### src/rtl/psu_ram.sv
`timescale 1ns / 1ps
`default_nettype none
// ----------------------------------------------------------------------------
// Simple dual-port RAM
// One write port and one read port with registered read data.
// ----------------------------------------------------------------------------
module psu_ram #(
    parameter int WIDTH = 8,
    parameter int DEPTH = 16
) (
    input  wire logic                     aclk,
    input  wire logic                     wr_en,
    input  wire logic [$clog2(DEPTH)-1:0] wr_addr,
    input  wire logic [WIDTH-1:0]         wr_data,
    input  wire logic                     rd_en,
    input  wire logic [$clog2(DEPTH)-1:0] rd_addr,
    output logic      [WIDTH-1:0]         rd_data
);

    logic [WIDTH-1:0] mem_reg [DEPTH];
    logic [WIDTH-1:0] rd_data_reg;

    // Write port.
    always_ff @(posedge aclk) begin
        if (wr_en) begin
            mem_reg[wr_addr] <= wr_data;
        end
    end

    // Registered read port.
    always_ff @(posedge aclk) begin
        if (rd_en) begin
            rd_data_reg <= mem_reg[rd_addr];
        end
    end

    assign rd_data = rd_data_reg;

endmodule : psu_ram
`default_nettype wire

### config.mk
export PLATFORM = sky130hd
export DESIGN_NAME = psu_ram
export DESIGN_NICKNAME = d
export VERILOG_FILES = /design/src/rtl/psu_ram.sv
export SDC_FILE = /design/constraint.sdc
export NUM_CORES = 1
export LEC_CHECK = 0
export BUFFER_PORTS_ARGS = -buffer_cell sky130_fd_sc_hd__buf_2
export CAP_MARGIN = 20
export CORE_MARGIN = 2
export CORE_UTILIZATION = 47
export DETAILED_ROUTE_END_ITERATION = 10
export GPL_TIMING_DRIVEN = 0
export REMOVE_ABC_BUFFERS = 1
export SYNTH_ARGS = -nofsm -noshare
export SYNTH_HDL_FRONTEND = slang
export SYNTH_SLANG_ARGS = --single-unit
### constraint.sdc
create_clock -name aclk -period 4.6 [get_ports aclk]
set_clock_uncertainty 0.1 [all_clocks]
set_input_delay 0.46 -clock aclk [delete_from_list [all_inputs] [get_ports aclk]]
set_output_delay 0.46 -clock aclk [all_outputs]
set_load 0.03 [all_outputs]
== After elaboration in Yosys (flattened, before gate mapping) ==
Memories as Yosys holds them, arrays and structs flattened. A register that Yosys moved wholly into a read port is not among the register bits.
Cells that the tools add are included.
Operators by class
  multiplexer cells: 2
Operators by type and width (number)
  $mux W1: 2
Word-level totals
  register bits: 0
  bits in writable memories: 128
  input bits: 19
  output and inout bits: 8
  word-level logic and storage cells: 3
  memories kept: 1
Memory list
  mem_reg: words 16, bits a word 8, rd ports 1, clocked after Yosys merged registers in 1, write ports 1, RTL line 20  | logic [WIDTH-1:0] mem_reg [DEPTH];

== Depth between registers and ports, before layout ==
  depth in word-level cells: 2
  depth in mapped cells: 5
  gate-level depth less buffers: 3

== Worst setup path before layout ==
Ideal clock, no wire load.
  path type: input to register
  from: in wr_addr[2]
  to: mem mem_reg[0][0] (enable)
  setup time: 0.383 ns
  arrival: 1.570 ns
  data required time: 4.117 ns
  setup slack: 2.547 ns
  stages: 2
  path buffers: 0
  cell sequence: or3b_2 nor3_1
RTL lines
  start, declared: RTL line 13  | input wire logic [$clog2(DEPTH)-1:0] wr_addr,
  end, declared: RTL line 20
Straight into the memory's write port.

==> metrics.md <==
| Metric | Value |
|---|---|
| Run status | finished, final reports clean |
| Initial DRC Count | 181 |
| Syn Inst Count | ~230 |
| Startpoint class of the critical path | input port |
| Pwr Total | 0.00280 W |
| Number of flip-flops and latches in the synthesized netlist | 136 |
| Die extent in x | roughly 110 um |
| Library cells used by synthesis | 18 |
| Hold-fix buffers, CTS | 0 |
| Final cycle utilization of the critical path | 0.433 |
| Final setup violation count | 0 |
| Number of pins exceeding their max-slew limit in the final report | 0 |
| Unrepaired setup endpoints after global routing | no |
| Total wirelength of the detailed-routed design | 9280 um |
| Proportion of synthesized chip area in sequential cells | 0.781 |
| Flip-flop count of the largest register, all copies and words added | 128 |
| Starting density of the core | 0.482 |
| Crit path max fanout | 18 |
| Crit path time final | 1.99 ns |
| Layout net count | 285 |
| Maximum number of pins on one net before global-route repair | 33 |
| Leakage power figure | 1.99 nW |
| Data required time at the worst endpoint | 4.74 ns |
| Max-cap violations | 0 |
| Clock edge transition at the registers on the reported setup and hold paths | about 0.06 ns |
| Number of rows in the core area | 38 |
| Total number of H-tree levels | 4 |
| Storage element area | 4080 sq um |
| Remaining design rule violation count | 0 |
| Hold slack final | 0.199 ns |
| Die area | 12000 sq um |
| Drt via density | 5.68 |
| Root Buffer | clkbuf_8 |
| Gp weighted congestion | 0.678 |
| Setup crit end kind | register |
| Final number of hold-violating endpoints | 0 |
| Maximum frequency from static timing analysis | about 500 MHz |
| Clock Sinks | ~140 |
| Pwr dens | 462 nW/um^2 |
| Vias in the first global route | 2376 |
| Category of the critical setup timing path | input port to register |
| Area growth from synthesis to layout | 15.8% |
| Hold Crit Class | input port to register |
| Via total after detailed routing | 2375 |
| Core region area | 10800 sq um |
| Utilization after layout | 0.559 |
| Number of inserted diodes | 0 |
| Die height | 109 um |
| CP arrival | about 2.1 ns |
| Detailed-placement wirelength estimate | 5470 um |
| Clock latency of the later-clocked register in the worst-skew pair | approximately 0.51 ns |
| Global route overflow | 0 |
| Multi-input gate area in the final layout | ~1100 sq um |
| Worst rel slew slack | 0.349 |
| First-pass GRT wire length | 14100 um |
| Ports | 27 |
| Fraction of final layout cells sized beyond drive strength 1 | 0.291 |
| Routed len/inst | 22.2 um |
| Fin Setup TNS | 0 ns |
| Number of setup buffers added after CTS | 0 |
| Maximum buffer depth of the clock tree | 2 |
| Number of antenna violations at the first check in global routing | 0 |
| Synth Cell Area | 5230 sq um |
| Antenna viol nets, final | 0 |
| GRT Overall Usage | 0.175 |
| First-pass iteration count of the detailed router | 4 |
| Mean Syn Cell Area | 22.8 sq um |
| Filler Cell Count | 825 |
| Number of warnings printed during yosys synthesis | 0 |
| CTS tree | built |
| Worst-Margin Slew | between 0.9 and 1 ns |
| Max IR drop VDD | approximately 0.2 mV |
| Number of buffers created by CTS | 17 |
| Port bufs | 26 |
| Post-CTS resize count | 0 |
==> where the power goes <==
group          switching, W  internal (W)
sequential       0.00000545       0.00140
clock              0.000496      0.000770
combinational     0.0000821     0.0000501
==> worst paths after layout <==
kind              slack (ns)           from  cells past startpoint    endpoint
setup / recovery        2.61     rd_addr[0]                      5  rd_data[4]
hold / removal          0.20          rd_en                      1  rd_data[3]
setup reg to reg        2.95  mem_reg[9][4]                      3  rd_data[4]
hold reg to reg         0.65  mem_reg[6][7]                      3  rd_data[7]
==> per-layer routing <==
layer  wire length (um)  global-route usage  up-vias
met5                  0                   0        -
met4                145              0.0705        0
met3                402              0.0373       14
met2               4740               0.284       67
li1                   -                   -     1054
met1               3990               0.232     1240
==> final cells by class <==
class	count	area share
clock inverter	14	0.0250
tap	140	0.0289
multi-input combinational	83	0.177
sequential	136	0.675
timing repair buffer	28	0.0260
clock buffer	17	0.0684
==> critical path, stage by stage <==
cell and delay, ns:
buf_2 0.42, buf_12 0.25, mux4_1 0.57, a22oi_1 0.27, nand2_1 0.14
==> through the flow <==
| stage | cell area, sq um | worst slack (ns) | instances |
|---|---|---|---|
| finish | 6050 | 2.61 | 418 |
| global route | 6050 | 2.45 | 418 |
| CTS | 6030 | 2.34 | 417 |
| detailed placement | 5470 | 1.79 | 386 |
| global placement | 5450 | 1.79 | 385 |
| floorplan | 5140 | 2.55 | 219 |
==> cells in the final DEF, fill, tap and decap left out, drive strengths merged <==
master,Yosys,final
buf,7,28
nand3,1,1
and2,1,1
nor2b,1,1
nor2,13,13
nand2,9,9
clkinv,0,5
clkinvlp,0,5
or3b,1,1
edfxtp,136,136
inv,0,2
clkbuf,0,17
bufinv,0,2
nand3b,2,2
nor3,4,4
nand2b,2,2
and2b,1,1
a22oi,16,16
mux4,32,32
==> cells in the mapped netlist <==
library cell     number  area (sq um)
and2_1                1          6.26
nand3_1               1          5.00
nor2b_1               1          6.26
and2b_1               1          7.51
nand2b_1              2          12.5
edfxtp_1            136          4080
buf_4                 1          7.51
nor3_1                4          20.0
mux4_2               18           405
a22oi_1              16           120
nand2_1               9          33.8
nor2_1               13          48.8
nand3b_1              2          15.0
or3b_2                1          8.76
mux4_1               14           368
buf_2                 3          15.0
clkdlybuf4s25_2       3          30.0
buf_6                 3          33.8
==> logic make-up after synthesis <==
family / after synthesis / share of synthesized area
flip-flops: 136 / 0.781
AND/OR/NAND/NOR: 35 / 0.0314
multiplexers: 32 / 0.148
AO/OA/AOI/OAI: 16 / 0.0230
buffers and inverters: 10 / 0.0165
Note: power is estimated with default switching activity, not from simulation.
