===== src/rtl/psu_pkg.sv =====
`timescale 1ns / 1ps
`default_nettype none
// ----------------------------------------------------------------------------
// PNG scanline unfilter package
// Item types, filter type codes and configuration register indexes shared by
// the scanline unfilter modules.
// ----------------------------------------------------------------------------
package psu_pkg;

    // One input item: a byte of the inflated stream.
    typedef struct packed {
        logic [7:0] raw_byte;
        logic       image_start;
    } in_item_t;

    // One result item: a reconstructed byte or an error marker.
    typedef struct packed {
        logic [7:0] pixel_byte;
        logic       image_end;
        logic       bad_filter;
    } out_item_t;

    // Filter type codes as declared at the head of each row.
    localparam logic [2:0] FILTER_NONE  = 3'd0;
    localparam logic [2:0] FILTER_SUB   = 3'd1;
    localparam logic [2:0] FILTER_UP    = 3'd2;
    localparam logic [2:0] FILTER_AVG   = 3'd3;
    localparam logic [2:0] FILTER_PAETH = 3'd4;

    // Configuration port geometry and register indexes.
    localparam int CFG_INDEX_W = 2;
    localparam int CFG_DATA_W  = 15;
    localparam logic [CFG_INDEX_W-1:0] CFG_IMAGE_WIDTH  = 2'd0;
    localparam logic [CFG_INDEX_W-1:0] CFG_IMAGE_HEIGHT = 2'd1;
    localparam logic [CFG_INDEX_W-1:0] CFG_HAS_ALPHA    = 2'd2;

endpackage : psu_pkg
`default_nettype wire


===== src/rtl/psu_predict.sv =====
`timescale 1ns / 1ps
`default_nettype none
// ----------------------------------------------------------------------------
// PNG byte predictor
// Adds the prediction of the row's filter type to a filtered byte: none, sub,
// up, average or Paeth, all modulo 256.
// ----------------------------------------------------------------------------
module psu_predict (
    input  wire logic [2:0] filter_type,
    input  wire logic [7:0] raw_byte,
    input  wire logic [7:0] left_byte,
    input  wire logic [7:0] above_byte,
    input  wire logic [7:0] corner_byte,
    output logic      [7:0] pixel_byte
);

    logic [8:0]        avg_sum;
    logic signed [9:0] dist_a;
    logic signed [9:0] dist_b;
    logic signed [9:0] dist_c;
    logic [9:0]        pa;
    logic [9:0]        pb;
    logic [9:0]        pc;
    logic [7:0]        paeth;
    logic [7:0]        pred;

    assign avg_sum = {1'b0, left_byte} + {1'b0, above_byte};

    // Paeth distances: p - a = b - c, p - b = a - c, p - c = a + b - 2c.
    assign dist_a = $signed({2'b00, above_byte}) - $signed({2'b00, corner_byte});
    assign dist_b = $signed({2'b00, left_byte}) - $signed({2'b00, corner_byte});
    assign dist_c = dist_a + dist_b;
    assign pa = dist_a[9] ? 10'(-dist_a) : 10'(dist_a);
    assign pb = dist_b[9] ? 10'(-dist_b) : 10'(dist_b);
    assign pc = dist_c[9] ? 10'(-dist_c) : 10'(dist_c);

    // Ties go to left first, then above.
    always_comb begin
        if (pa <= pb && pa <= pc) begin
            paeth = left_byte;
        end else if (pb <= pc) begin
            paeth = above_byte;
        end else begin
            paeth = corner_byte;
        end
    end

    always_comb begin
        case (filter_type)
            psu_pkg::FILTER_SUB:   pred = left_byte;
            psu_pkg::FILTER_UP:    pred = above_byte;
            psu_pkg::FILTER_AVG:   pred = avg_sum[8:1];
            psu_pkg::FILTER_PAETH: pred = paeth;
            default:               pred = 8'd0;
        endcase
    end

    assign pixel_byte = raw_byte + pred;

endmodule : psu_predict
`default_nettype wire


===== config.mk =====
export PLATFORM = sky130hd
export DESIGN_NAME = psu_predict
export DESIGN_NICKNAME = d
export VERILOG_FILES = /design/src/rtl/psu_pkg.sv /design/src/rtl/psu_predict.sv
export SDC_FILE = /design/constraint.sdc
export NUM_CORES = 1
export LEC_CHECK = 0
export BUFFER_PORTS_ARGS = -buffer_cell sky130_fd_sc_hd__buf_2
export CAP_MARGIN = 20
export CORE_ASPECT_RATIO = 0.5
export CORE_MARGIN = 4
export CORE_UTILIZATION = 55
export DETAILED_ROUTE_END_ITERATION = 8
export MAX_ROUTING_LAYER = met4
export PLACE_DENSITY = 0.77
export SETUP_SLACK_MARGIN = 0.5
export SYNTH_ARGS = -nofsm -noshare
export SYNTH_HDL_FRONTEND = slang
export SYNTH_SLANG_ARGS = --single-unit
export TNS_END_PERCENT = 5

===== constraint.sdc =====
create_clock -name vclk -period 10.9
set_input_delay 1.635 -clock vclk [all_inputs]
set_output_delay 1.635 -clock vclk [all_outputs]
set_load 0.02 [all_outputs]

# Yosys cells after proc, flatten, opt, wreduce, memory -nomap -nowiden
# Index checks and enable logic that the tools add are counted.
# classes
n_addsub	8
multipliers	0
n_div	0
n_lt_le_gt_ge	3
eq_ne	4
n_shift	0
n_mux	6
bitwise	0
n_reduce_logical	1
# ops
op	n
8-bit case mux with 4 select lines	1
10-bit less-or-equal comparator	3
10-bit two-way mux	3
9-bit negator with 10-bit output	2
8-bit by 8-bit subtractor with 9-bit output	2
8-bit two-way mux	2
9-bit by 9-bit adder with 10-bit output	1
10-bit negator	1
8-bit by 8-bit adder with 9-bit output	1
8-bit adder	1
3-bit by 2-bit equality test with 1-bit output (second input constant)	2
3-bit by 1-bit equality test with 1-bit output (second input constant)	1
3-bit equality test (second input constant)	1
1-bit logical AND	1
# word_totals
ff_bits	0
latchBits	0
ramBits	0
rom_bits	0
in_bits	35
out_inout_bits	8
n_memories	0

# Depth between registers and ports, before layout
# Gate-level depths: netlist (run 1).
# depth
ltp_word	9
ltp_mapped	38
ltp_nobuf	37

# Worst setup path after synthesis (run 1)
# OpenSTA, ideal clock, no wires.
# synth_path
kind	input to output
start	input port above_byte[0]
end	output port pixel_byte[7]
arrival_ns	8.208
required_ns	9.265
setup_slack_ns	1.057
stages	35
path_buffers	0
cell_sequence	inv_1 -> ha_1 -> inv_1 -> fa_1 -> xnor2_1 -> inv_1 -> ha_1 -> a21oi_1 -> o21ai_1 -> a21o_1 -> maj3_2 -> maj3_2 -> nand2_1 -> a41oi_4 -> o21bai_1 -> xor2_1 -> ha_1 -> nand4_1 -> nor2_1 -> a21oi_1 -> o211a_1 -> a31oi_2 -> mux2i_1 -> nand2_1 -> a31oi_1 -> inv_1 -> ha_1 -> a21o_1 -> a21oi_1 -> o21bai_1 -> a21oi_1 -> o21bai_1 -> a21oi_1 -> xnor2_1 -> xnor2_1
# synth_via
elab_chain_cells	9
# synth_rtl
element	line	source
start: declaration	psu_predict.sv:12	input wire logic [7:0] above_byte,
8-bit by 8-bit subtractor with 9-bit output	psu_predict.sv:30	assign dist_a = $signed({2'b00, above_byte}) - $signed({2'b00, corner_byte});
9-bit by 9-bit adder with 10-bit output	psu_predict.sv:32	assign dist_c = dist_a + dist_b;
10-bit negator	psu_predict.sv:35	assign pc = dist_c[9] ? 10'(-dist_c) : 10'(dist_c);
10-bit two-way mux	psu_predict.sv:35	
10-bit less-or-equal comparator, on equally long branches	psu_predict.sv:41, psu_predict.sv:39	
8-bit two-way mux / 1-bit logical AND (equally long branches)	psu_predict.sv:41, psu_predict.sv:39	
8-bit two-way mux	psu_predict.sv:39	if (pa <= pb && pa <= pc) begin
8-bit case mux with 4 select lines *	psu_predict.sv:49	case (filter_type)
8-bit adder *	psu_predict.sv:58	assign pixel_byte = raw_byte + pred;
end: declaration	psu_predict.sv:14	output logic [7:0] pixel_byte
# Every way passes the cells marked *; elsewhere a longest branch is shown, timed or not.

# Worst setup path after layout (run 1)
# Ends and elaborated chain as after synthesis.

==> results.sh, run 1 <==
export IMPL_cpMaxStageDelayCell="or4_4"
export IMPL_peakVddDrop_uv=101
export IMPL_synth_largest_area_cell="ha_1"
export IMPL_outcome="finished, final reports clean"
export IMPL_path_class="input pin to primary output"
export IMPL_fin_crit_sh_pct=92.3
export IMPL_crit_arrival_ns=8.42
export IMPL_hold_path_end="pixel_byte[0]"
export IMPL_tns_ns=0
export IMPL_final_setup_worst_slack_ns=0.844
export IMPL_nFlopsAndLatches=0
export IMPL_cp_required_ns=9.27
export IMPL_numPortBuffers=43
export IMPL_clkbuf_count=0
export IMPL_crit_path_start="above_byte[0]"
export IMPL_grt_max_degree=17
export IMPL_grt_overflow_total=0
export IMPL_wire_per_inst_um=15.2
export IMPL_drt_iter0_markers=123
export IMPL_syn_to_final_growth_pct=13.1
export IMPL_dp_hpwl_um=6860
export IMPL_antenna_cells=0
export IMPL_critPathLaunchType="input pin"
export IMPL_finalNonFillerCells=523
export IMPL_setup_viol=0
export IMPL_ios=43
export IMPL_rsz0062_at_grt="false"
export IMPL_yosysSeqAreaShare_pct=0
export IMPL_ant_nets=0
export IMPL_gp_congestion=1.01
export IMPL_final_nets=562
export IMPL_synthCells=408
export IMPL_die_area_mm2=0.00693
export IMPL_synth_top_area_share_pct=27.2
export IMPL_worstHoldPathCells=3
export IMPL_hp_start="raw_byte[0]"
export IMPL_period_minus_slack_ns=10.06
export IMPL_synth_area_leaders="ha_1 (27%), xnor2_1 (10%), inv_1 (5.1%)"
export IMPL_synthesis_area_mm2=0.00308
export IMPL_max_cap_violations=0
export IMPL_cpPeakStageDelay_ns=0.59
export IMPL_grt_pass1_vias=3000
export IMPL_drc_errors=0
export IMPL_crit_fanout=8
export IMPL_place_ws_ns=0.382
export IMPL_drive_gt1_share_pct=17.4
export IMPL_grt_pass1_wl_um=13000
export IMPL_p_leak_nw=1.72
export IMPL_vias_per_cell=5.83
export IMPL_synth_warnings=0
export IMPL_synth_commonest_cells="ha_1 (67), inv_1 (42), xnor2_1 (35), nor2_1 (28), a21oi_1 (26)"
export IMPL_core_rowCount=18
export IMPL_total_power_uw=617
export IMPL_routed_wl_um=7930
export IMPL_post_place_cells=518
export IMPL_hold_viol=0
export IMPL_seqCellArea_um2=0
export IMPL_avgSynthCellArea_um2=7.55
export IMPL_fmax_mhz=99.4
export IMPL_start_util_pct=59.7
export IMPL_grtUsageTotal_pct=23.5
export IMPL_synth_most_common_cell="ha_1"
export IMPL_synthDistinctLibCells=53
export IMPL_multiInputGateArea_mm2=0.00297
export IMPL_vias=3050
export IMPL_slew_violations=0
export IMPL_cpLargestDelayFamily="compound AO/OA/AOI/OAI gates"
export IMPL_n_fill_cell=442
export IMPL_first_pass_iters=4
export IMPL_antenna_found_initial=0
export IMPL_power_density_mw_per_mm2=177
export IMPL_fp_dieH_um=60.9
export IMPL_coreArea_mm2=0.00516
export IMPL_die_x_um=114
export IMPL_maxSlewHeadroom_pct=65.4
export IMPL_tightest_slew_ns=0.518
export IMPL_crit_buf_inv=7
export IMPL_crit_path_end_kind="primary output"
export IMPL_hold_path_class="input pin to primary output"
-- power by group --
group	switching (mW)	internal [mW]	total [mW]	leakage, nW
Clock	0	0	0	0
Sequential	0	0	0	0
Combinational	0.346	0.271	0.617	1.72
-- cells by family (layout without fill, tap and decap cells) --
family          after synthesis  in the layout  synth area share (%)
compound gates              119            119                  26.4
xor+xnor                     52             52                  16.0
fa+ha+maj                    76             76                  31.9
buf+inv                      49             92                  5.97
mux                          11             11                  3.70
other cells                   2              4                 0.244
simple gates                 99             99                  15.9
-- repair_timing --
action / 4_1_cts / 5_1_grt
setup buffers: 0 / 5
pin swaps: 0 / 5
hold buffers: 0 / 0
endpoints found under the setup margin: 1 / 2
resized for setup: 3 / 10
-- final cells by class --
cell class                 count  share of cell area, %
multi-input combinational    361                   85.2
timing repair buffer          50                   7.76
inverter                      42                   4.53
tap                           70                   2.51
-- per-layer routing --
| metal | share of wire [%] | wire length [um] | track usage, % |
|---|---|---|---|
| met4 | 0.71 | 56 | 2.37 |
| met5 | 0 | 0 | - |
| met3 | 5.6 | 442 | 0.697 |
| met2 | 48 | 3810 | 43.8 |
| met1 | 46 | 3610 | 30.0 |
-- per-stage QoR --
step / util, % / instance area (um^2) / hold WS (ns)
floorplan: - / 3090 / 3.48
global placement: 65.5 / 3380 / 3.61
detailed placement: 65.5 / 3380 / 3.61
CTS: 65.8 / 3390 / 3.62
global route: 67.5 / 3480 / 3.65
finish: 67.5 / 3480 / 3.61
-- worst max path at each step --
stage / to / cells after the start
6_report: pixel_byte[7] / 36
5_1_grt: pixel_byte[6] / 39
4_1_cts: pixel_byte[7] / 36
3_5_place_dp: pixel_byte[7] / 35
3_3_place_gp: pixel_byte[7] / 35
2_1_floorplan: pixel_byte[7] / 35
-- cells in the final DEF, fill, tap and decap left out, types with 3 or more instances in the layout --
cell type,netlist,layout
ha_1,67,67
conb_1,2,4
o221ai_1,4,4
nand4_1,7,7
buf_2,0,42
nand3_1,4,4
a21oi_1,26,24
mux2i_1,8,8
fa_1,5,4
xnor2_1,35,34
o21ai_0,20,20
a21o_1,15,15
nor3_1,3,3
o21ai_1,4,4
or2_2,4,4
a31oi_1,5,4
o211ai_1,4,4
nand2_1,25,25
nor2_1,28,27
a21oi_2,3,5
o21a_1,6,6
a22oi_1,8,8
xor2_1,13,13
mux2_2,3,3
buf_4,0,8
nand2b_1,4,4
nor2b_1,14,14
inv_1,42,42
o21bai_1,9,9
-- worst min-delay path: cells and delay by family --
kind,cells,cell delay [ns]
fa+ha+maj,1,0.11
buf+inv,2,0.23
(Power assumes the default switching activity.)
==> run 2: changes to the inputs <==
CORE_MARGIN = 2   (was 4)
RECOVER_POWER = 100   (was unset)
SLEW_MARGIN = 20   (was unset)
==> run 2 against run 1 <==
Effect of this change: critical path depth is 1 higher; hold slack better by 0.0026 ns; final cell count increased by 0.76%; sequential share of layout area did not move; die area fell by 9.9%; global-route usage up 1.3 points; design area shrank 0.43%; clock-buffer cell count did not move; sequential cell count unchanged; core utilization down 3.8 points.
==> results.sh, run 2 (synthesis gave the netlist of run 1 again) <==
export IMPL_fmax_mhz=98.1
export IMPL_crit_arrival_ns=8.56
export IMPL_die_area_mm2=0.00625
export IMPL_die_x_um=110
export IMPL_path_class="input pin to primary output"
export IMPL_p_leak_nw=1.71
export IMPL_cp_required_ns=9.27
export IMPL_peakVddDrop_uv=76.6
export IMPL_numPortBuffers=43
export IMPL_coreArea_mm2=0.00544
export IMPL_seqCellArea_um2=0
export IMPL_dp_hpwl_um=6470
export IMPL_drt_iter0_markers=90
export IMPL_first_pass_iters=4
export IMPL_gp_congestion=0.938
export IMPL_start_util_pct=56.6
export IMPL_grtUsageTotal_pct=24.8
export IMPL_power_density_mw_per_mm2=170
export IMPL_crit_fanout=15
export IMPL_period_minus_slack_ns=10.20
export IMPL_mostFrequentLayoutCells="ha_1 (67), inv_1 (42), buf_2 (37), xnor2_1 (34), nor2_1 (27)"
export IMPL_fin_crit_sh_pct=93.5
export IMPL_setup_viol=0
export IMPL_hold_viol=0
export IMPL_tns_ns=0
export IMPL_cpLargestDelayFamily="adder cells"
export IMPL_max_cap_violations=0
export IMPL_hold_path_class="input pin to primary output"
export IMPL_cpMaxStageDelayCell="or4_4"
export IMPL_antenna_found_initial=0
export IMPL_tightest_slew_ns=0.554
export IMPL_vias_per_cell=5.58
export IMPL_drive_gt1_share_pct=15.9
export IMPL_drc_errors=0
export IMPL_layout_commonest_cell="ha_1"
export IMPL_clkbuf_count=0
export IMPL_final_nets=563
export IMPL_total_power_uw=591
export IMPL_crit_top_cell="inv_1"
export IMPL_routed_wl_um=7450
export IMPL_crit_path_end_kind="primary output"
export IMPL_core_rowCount=19
export IMPL_crit_buf_inv=9
export IMPL_maxSlewHeadroom_pct=62.7
export IMPL_syn_to_final_growth_pct=12.6
export IMPL_fp_dieH_um=56.9
export IMPL_outcome="finished, final reports clean"
export IMPL_wire_per_inst_um=14.1
export IMPL_grt_overflow_total=0
export IMPL_grt_pass1_vias=2841
export IMPL_nFlopsAndLatches=0
export IMPL_antenna_cells=0
export IMPL_ios=43
export IMPL_critPathLaunchType="input pin"
export IMPL_slew_violations=0
export IMPL_rsz0062_at_grt="false"
export IMPL_vias=2940
export IMPL_cpPeakStageDelay_ns=0.58
export IMPL_ant_nets=0
export IMPL_grt_max_degree=16
export IMPL_grt_pass1_wl_um=12300
## run 2: cell count changes in the layout (fill, tap and decap cells not counted)
cell	before	now
nor4_2	0	1
nor4_4	1	0
fa_2	1	0
buf_4	8	7
clkbuf_1	0	6
a22o_1	0	1
fa_1	4	5
buf_2	42	37
a22o_4	1	0
buf_6	0	1
## run 2: metrics by stage
step	std cells	instance area (um^2)	utilization (%)	hold slack (ns)	setup WS, ns
6_report	527	3470	63.7	3.61	0.705
3_3_place_gp	522	3390	62.3	3.61	0.775
5_1_grt	527	3470	63.7	3.63	0.251
3_5_place_dp	522	3390	62.3	3.61	0.560
2_1_floorplan	410	3090	-	3.48	1.06
4_1_cts	522	3390	62.3	3.61	0.556
## run 2: power by group
part / switching (mW) / internal [mW]
combinational: 0.328 / 0.263
clock: 0 / 0
sequential: 0 / 0
total: 0.328 / 0.263
## run 2: final cells by class
cell class	instances	area, um^2
fill	519	1980
multi-input combinational	361	2950
timing repair buffer	51	272
inverter	42	158
tap	73	91.3
## run 2: metal layers
metal | routed length (um) | track usage, % | part of all wire [%] | vias to the layer above
li1 | - | - | - | 1549
met1 | 3590 | 34.3 | 48 | 1316
met2 | 3430 | 42.2 | 46 | 73
met3 | 404 | 0.465 | 5.4 | 2
met4 | 16 | 1.63 | 0.21 | 0
met5 | 0 | - | 0 | -
## run 2: timing repair
item,in CTS,in global routing
setup buffers,0,5
endpoints found under the setup margin,0,3
hold buffers,0,0
resized for setup,0,10
## run 2: worst paths after layout
path | start | end | depth (start not counted)
setup / recovery | above_byte[0] | pixel_byte[6] | 37
hold / removal | raw_byte[0] | pixel_byte[0] | 3
==> run 3: changes to the inputs <==
clock period = 12.45 ns   (was 10.9 ns; I/O delays follow)
==> run 3 against run 2 <==
Effect of this change: sequential cell count is the same; critical path depth stayed put; power down 17%; highest routed layer unchanged.
==> results.sh, run 3 (synthesis gave the netlist of run 1 again) <==
export IMPL_p_leak_nw=1.66
export IMPL_internal_power_uw=214
export IMPL_peakVddDrop_uv=71.0
export IMPL_fp_dieH_um=56.9
export IMPL_drc_errors=0
export IMPL_routed_wl_um=7160
export IMPL_die_x_um=110
export IMPL_wire_per_inst_um=13.8
export IMPL_fin_crit_sh_pct=91.9
export IMPL_max_cap_violations=0
export IMPL_grt_pass1_wl_um=12400
export IMPL_hold_path_class="input pin to primary output"
export IMPL_rsz0062_at_grt="false"
export IMPL_syn_to_final_growth_pct=8.94
export IMPL_clockPowerShare_pct=0
export IMPL_post_cts_resized=0
export IMPL_p_seq_share_pct=0
export IMPL_crit_top_cell="a21oi_1"
export IMPL_placed_cell_area_mm2=0.00337
export IMPL_clkbuf_count=0
export IMPL_n_fill_cell=505
export IMPL_ant_nets=0
export IMPL_grtUsageTotal_pct=24.9
export IMPL_crit_arrival_ns=9.57
export IMPL_layout_commonest_cell="ha_1"
export IMPL_cpPeakStageDelay_ns=0.88
export IMPL_vias_per_cell=5.53
export IMPL_whs_ns=4.07
export IMPL_critPathLaunchType="input pin"
export IMPL_drt_iter0_markers=97
export IMPL_drive_gt1_share_pct=13.0
export IMPL_mostFrequentLayoutCells="ha_1 (67), inv_1 (42), buf_2 (38), xnor2_1 (35), nor2_1 (28)"
export IMPL_ios=43
export IMPL_tns_ns=0
export IMPL_cpMaxStageDelayCell="a31oi_1"
export IMPL_grt_overflow_total=0
export IMPL_tightest_slew_ns=1.22
export IMPL_fmax_mhz=87.4
export IMPL_power_density_mw_per_mm2=146
export IMPL_hold_viol=0
export IMPL_switchingPower_uw=276
export IMPL_numPortBuffers=43
export IMPL_antenna_found_initial=0
export IMPL_seqCellArea_um2=0
export IMPL_pwr_share_comb_pct=100.0
export IMPL_post_cts_buffers=0
export IMPL_core_rowCount=19
export IMPL_place_ws_ns=1.33
export IMPL_cp_required_ns=10.58
export IMPL_path_class="input pin to primary output"
export IMPL_grt_max_degree=17
export IMPL_worstHoldPathCells=3
export IMPL_slew_violations=0
export IMPL_dp_hpwl_um=6350
export IMPL_maxSlewHeadroom_pct=18.3
export IMPL_final_setup_worst_slack_ns=1.01
export IMPL_total_power_uw=490
export IMPL_outcome="finished, final reports clean"
export IMPL_antenna_cells=0
export IMPL_final_cell_area_mm2=0.00335
export IMPL_start_util_pct=56.6
export IMPL_p_sw_share_pct=56.3
export IMPL_crit_fanout=9
export IMPL_setup_viol=0
export IMPL_final_nets=555
export IMPL_nFlopsAndLatches=0
export IMPL_die_area_mm2=0.00625
export IMPL_crit_path_end_kind="primary output"
export IMPL_coreArea_mm2=0.00544
export IMPL_first_pass_iters=4
export IMPL_hold_buffers=0
export IMPL_grt_pass1_vias=2794
export IMPL_period_minus_slack_ns=11.44
export IMPL_gp_congestion=0.873
export IMPL_vias=2869
-- run 3: cell types whose count changed in the layout (fill, tap and decap cells not counted), moves of 2 or more --
cell	change
a31oi_4	-2
a21oi_2	-2
a31oi_1	+2
a21oi_1	+2
buf_4	-7
-- run 3: through the flow --
stage / cells / util [%]
6_report: 519 / 61.6
3_3_place_gp: 519 / 61.8
3_5_place_dp: 519 / 61.8
2_1_floorplan: 410 / -
4_1_cts: 519 / 61.8
5_1_grt: 519 / 61.6
-- run 3: critical path, delay by kind of cell --
kind,cells,cell delay [ns]
compound gates,15,3.24
fa+ha+maj,7,2.19
xor+xnor,4,0.90
buf+inv,6,0.61
simple gates,4,0.47
mux,1,0.27
-- run 3: worst paths after layout --
path	slack (ns)	end	startpoint
setup / recovery	1.01	pixel_byte[7]	above_byte[0]
hold / removal	4.07	pixel_byte[0]	raw_byte[0]
-- run 3: layout make-up --
type               instances  area (um^2)  share of cell area (%)
well taps                 73         91.3                    2.72
multi-input cells        361         2900                    86.3
repair buffers            43          209                    6.23
inverters                 42          158                    4.70
-- run 3: power by group through the flow --
stage                     sequential, mW  combinational, mW  clock [mW]
after floorplan                        0              0.389           0
after global placement                 0              0.481           0
after detailed placement               0              0.487           0
after CTS                              0              0.490           0
after global routing                   0              0.552           0
final                                  0              0.490           0
-- run 3: layer usage --
metal  part of all wire, %  track usage, %  vias up  wire length [um]
li1                      -               -     1526                 -
met1                    51            35.2     1292              3680
met2                    45            42.2       47              3210
met5                     0               -        -                 0
met3                   3.3           0.348        4               239
met4                  0.32           0.904        0                23
